--- src/hw/rtl/lis_pkg.sv ---
// ----------------------------------------------------------------------------
// lis_pkg
// Shared types and constants for the longest increasing subsequence block.
// ----------------------------------------------------------------------------
`default_nettype none

package lis_pkg;

  localparam int unsigned VALUE_W   = 32;
  localparam int unsigned OUT_LEN_W = 11;

  // one element of the sequence as it arrives
  typedef struct packed {
    logic signed [VALUE_W-1:0] value;
    logic                      first;
  } in_t;

  // one result per element
  typedef struct packed {
    logic [OUT_LEN_W-1:0] end_length;
    logic [OUT_LEN_W-1:0] best_length;
    logic                 overflow;
  } out_t;

  // queued item: value turned into an unsigned-ordered key
  typedef struct packed {
    logic [VALUE_W-1:0] key;
    logic               first;
  } item_t;

  localparam logic [VALUE_W-1:0] SIGN_FLIP = {1'b1, {(VALUE_W-1){1'b0}}};

endpackage

`default_nettype wire

--- src/hw/rtl/lis_front.sv ---
// ----------------------------------------------------------------------------
// lis_front
// Accepts input elements, forms the ordered key and holds them in a
// two-entry queue ahead of the scan engine.
// ----------------------------------------------------------------------------
`default_nettype none

module lis_front (
  input  wire logic            clk,
  input  wire logic            rst,
  input  wire logic            item_valid,
  output      logic            item_ready,
  input  wire lis_pkg::in_t    item,
  output      logic            q_valid,
  input  wire logic            q_ready,
  output      lis_pkg::item_t  q_item
);

  lis_pkg::item_t slot [2];
  logic           wr_ptr;
  logic           rd_ptr;
  logic [1:0]     fill;
  logic           push;
  logic           pop;

  assign item_ready = (fill != 2'd2);
  assign q_valid    = (fill != 2'd0);
  assign q_item     = slot[rd_ptr];
  assign push       = item_valid && item_ready;
  assign pop        = q_valid && q_ready;

  always_ff @(posedge clk) begin
    if (rst) begin
      wr_ptr <= 1'b0;
      rd_ptr <= 1'b0;
      fill   <= 2'd0;
    end else begin
      if (push) begin
        // flipping the sign bit makes unsigned order match signed order
        slot[wr_ptr].key   <= item.value ^ lis_pkg::SIGN_FLIP;
        slot[wr_ptr].first <= item.first;
        wr_ptr             <= ~wr_ptr;
      end
      if (pop) begin
        rd_ptr <= ~rd_ptr;
      end
      if (push && !pop) begin
        fill <= fill + 2'd1;
      end else if (pop && !push) begin
        fill <= fill - 2'd1;
      end
    end
  end

`ifndef SYNTHESIS
  a_fill_range: assert property (@(posedge clk) disable iff (rst)
    fill <= 2'd2)
    else $error("queue fill out of range");
  a_ptr_gap: assert property (@(posedge clk) disable iff (rst)
    (fill == 2'd1) |-> (wr_ptr != rd_ptr))
    else $error("queue pointers disagree with fill");
  a_ptr_same: assert property (@(posedge clk) disable iff (rst)
    (fill == 2'd0 || fill == 2'd2) |-> (wr_ptr == rd_ptr))
    else $error("queue pointers disagree with fill");
`endif

endmodule

`default_nettype wire

--- config.mk ---
export PLATFORM = sky130hd
export DESIGN_NAME = lis_front
export DESIGN_NICKNAME = d
export VERILOG_FILES = /design/src/hw/rtl/lis_pkg.sv /design/src/hw/rtl/lis_front.sv
export SDC_FILE = /design/constraint.sdc
export NUM_CORES = 1
export LEC_CHECK = 0
export ABC_AREA = 1
export BUFFER_PORTS_ARGS = -buffer_cell sky130_fd_sc_hd__buf_2
export CAP_MARGIN = 20
export CORE_MARGIN = 2
export CORE_UTILIZATION = 25
export DETAILED_ROUTE_END_ITERATION = 12
export GPL_ROUTABILITY_DRIVEN = 0
export HOLD_SLACK_MARGIN = 0.03
export PLACE_DENSITY = 0.44
export SLEW_MARGIN = 15
export SYNTH_ARGS = -nofsm -noshare
export SYNTH_HDL_FRONTEND = slang
export SYNTH_SLANG_ARGS = --single-unit
export TNS_END_PERCENT = 30
--- constraint.sdc ---
create_clock -name clk -period 8.45 [get_ports clk]
set_input_delay 1.69 -clock clk [delete_from_list [all_inputs] [get_ports clk]]
set_output_delay 1.69 -clock clk [all_outputs]
set_load 0.01 [all_outputs]
==> parameters.txt <==
Parameter                              Value

Power and ir drop
  Leakage Power    1.39 nW
  Worst IR drop on VDD    0.133 mV
  Power Density    275 mW/mm²

Yosys
  Mean post-synth cell area    19.7 µm²
  Post-synthesis cell area    0.00278 mm²
  Syn. warnings    0
  Synth top area cells    sky130_fd_sc_hd__edfxtp_1, sky130_fd_sc_hd__mux2_4, sky130_fd_sc_hd__dfxtp_1, sky130_fd_sc_hd__buf_12, sky130_fd_sc_hd__nand2_1
  Sequential area share after synthesis    74.9%
  Share of the synthesized area in the top cell type    71.3%
  Cell taking the most area after synthesis    sky130_fd_sc_hd__edfxtp_1
  Distinct cells, synth    15
  Instance count of the mapped netlist    141
  FF+latch count, synth    71
  Total nets after synthesis    179

Worst setup path
  Cells on worst reg2reg path    7
  Arrival @ worst endpoint    1.97 ns
  Type of the setup path with the least slack    reg -> out
  Req. time, crit path    6.76 ns
  Startpoint type of the worst setup path    flip-flop
  Kind of end point of the critical path    primary output
  Maximum fanout along the worst path    17

CTS
  Number of H-tree levels    3
  Maximum clock path buffer count    2
  Clock edge transition at the registers on the reported setup and hold paths    0.08 ns
  Clock tree from TritonCTS    done
  Buffers inserted during post-CTS setup optimization    0
  Root buffer cell    sky130_fd_sc_hd__clkbuf_8
  Clock net sink count    71
  Insertion delay of the later-clocked pin in the worst-skew pair    0.33 ns
  Number of buffers added to fix hold violations after cts    0
  Post-cts sizing count    0
  TritonCTS buffer count    9

Floorplanning
  Width of the die    109 µm
  I/O pin count    72
  Initial core utilization    25.7%
  Die height    109 µm
  Number of placement rows    38
  Die Outline Area    0.0120 mm²
  Core area    0.0108 mm²

Timing
  Max Clock Freq    274 MHz
  Clock period minus worst slack    3.66 ns
  Final number of hold-violating endpoints    0
  Slew Limit Fails    0
  Worst Max-Slew Pin Slew    0.583 ns
  Final worst path period share    43.3%
  Final count of negative-setup-slack endpoints    0
  Accumulated negative setup slack    0 ns
  Relative slew slack    61.2%
  Unrepaired setup endpoints after global routing    no
  Clock Skews    0.0104 ns

Global route
  Vias in the first global route    1413
  Global-route wire length before repair    7360 µm
  Grt ovf    0
  Antenna violations before repair    0
  Pin count of the biggest net entering global routing    34
  Total routing resource utilization after global routing    8.83%

Finish
  Antenna cells    0
  Filler-free cell count of the finished design    367
  NumNets Final    260
  Share of final-layout standard cells stronger than drive strength 1    54.6%
  Storage element area    0.00208 mm²
  Filler Cells Inserted    1072
  Area Growth Syn to Fin    27.0%
  Footprint of the multi-input gates    607 µm²

Drt
  Violation count after the first detailed-routing iteration    25
  Wire length after detailed routing    4980 µm
  Wire length per cell after detailed routing    13.6 µm
  TritonRoute pass-1 iters    4
  DRC errors left    0
  Total vias in the final route    1417
  Post-DR vias/cell    3.86
  DRT antenna net count    0

Placed design
  Half-perimeter wire length after placement    3200 µm
  Number of buffers added on ports    71
  # placed instances    350

Hold path
  Path type of the worst min-delay path    reg -> reg
  Depth of the worst hold-timing path    2

Run status
  Outcome    finished clean

Job
  Max-Cap Viols    0
worst max-delay path: stages, from the launching register on:
cell and delay (ns):
sky130_fd_sc_hd__dfxtp_2 0.70, sky130_fd_sc_hd__buf_4 0.42, sky130_fd_sc_hd__mux2_2 0.37, sky130_fd_sc_hd__buf_2 0.14
registers in the layout, indices dropped and copies added, names as in the netlist, named ones only:
signal	count
slot	66
fill	2
rd_ptr	1
wr_ptr	1
synth_stat cells:
| cell | n |
|---|---|
| sky130_fd_sc_hd__nand2_1 | 11 |
| sky130_fd_sc_hd__ha_1 | 1 |
| sky130_fd_sc_hd__nor3_1 | 1 |
| sky130_fd_sc_hd__buf_12 | 3 |
| sky130_fd_sc_hd__buf_6 | 1 |
| sky130_fd_sc_hd__mux2_4 | 30 |
| sky130_fd_sc_hd__a21oi_1 | 3 |
| sky130_fd_sc_hd__edfxtp_1 | 66 |
| sky130_fd_sc_hd__nand4_1 | 1 |
| sky130_fd_sc_hd__inv_1 | 9 |
| sky130_fd_sc_hd__nand3_1 | 2 |
| sky130_fd_sc_hd__nor2_1 | 4 |
| sky130_fd_sc_hd__mux2_2 | 3 |
| sky130_fd_sc_hd__o21ai_0 | 1 |
| sky130_fd_sc_hd__dfxtp_1 | 5 |
cells by family after synthesis:
kind of cell,count (synthesis),share of synthesized area (%)
buffers and inverters,13,3.78
AO/OA/AOI/OAI,4,0.719
flip-flops,71,74.9
adder cells (fa/ha/maj),1,0.450
multiplexers,33,17.4
AND/OR/NAND/NOR,19,2.79
cell usage in the layout, fill, tap and decap left out, drive strengths merged:
cell type	n
buf	74
edfxtp	66
mux2	33
nand2	11
inv	10
clkbuf	10
dfxtp	5
nor2	4
a21oi	3
bufinv	3
nand3	2
clkinv	2
nor3	1
o21ai	1
nand4	1
ha	1
per-layer routing:
metal	vias to the layer above	GRT usage (%)	part of all wire, %
met1	676	10.7	44
li1	684	-	-
met2	53	13.0	46
met5	-	0	0
met4	0	5.15	1.2
met3	4	3.85	8.7
worst paths after layout:
| path | start | to | slack [ns] |
|---|---|---|---|
| setup reg to reg | fill[0]$_SDFFE_PP0P_ | slot[0][21]$_DFFE_PP_ | 6.69 |
| hold / removal | wr_ptr$_SDFFE_PP0P_ | wr_ptr$_SDFFE_PP0P_ | 0.47 |
| setup / recovery | flip-flop | q_item[25] | 4.79 |
| hold reg to reg | wr_ptr$_SDFFE_PP0P_ | wr_ptr$_SDFFE_PP0P_ | 0.47 |
layout make-up:
type | instances | share of cell area, %
Multi-Input combinational cell | 57 | 17.2
Timing Repair Buffer | 74 | 11.3
Sequential cell | 71 | 59.0
Clock inverter | 6 | 3.05
Tap cell | 140 | 4.96
Clock buffer | 10 | 3.61
Inverter | 9 | 0.956
power breakdown:
part | total, mW | leakage, nW | switching [mW] | internal [mW]
clock | 0.317 | 0.118 | 0.121 | 0.196
combinational | 0.213 | 0.623 | 0.103 | 0.110
sequential | 0.441 | 0.646 | 0.0205 | 0.421
total | 0.971 | 1.39 | 0.245 | 0.727
per-stage QoR:
stage,setup slack [ns],utilization [%],power (mW),hold slack (ns),instance area [µm²]
after floorplan,3.95,-,0.606,0.438,2780
after global placement,5.08,30.2,0.662,0.453,3270
after detailed placement,5.07,30.2,0.663,0.462,3270
after CTS,4.69,32.3,0.988,0.474,3500
after global routing,4.64,32.6,1.03,0.500,3530
final,4.79,32.6,0.971,0.469,3530
Power figures use the tool's default switching activity.
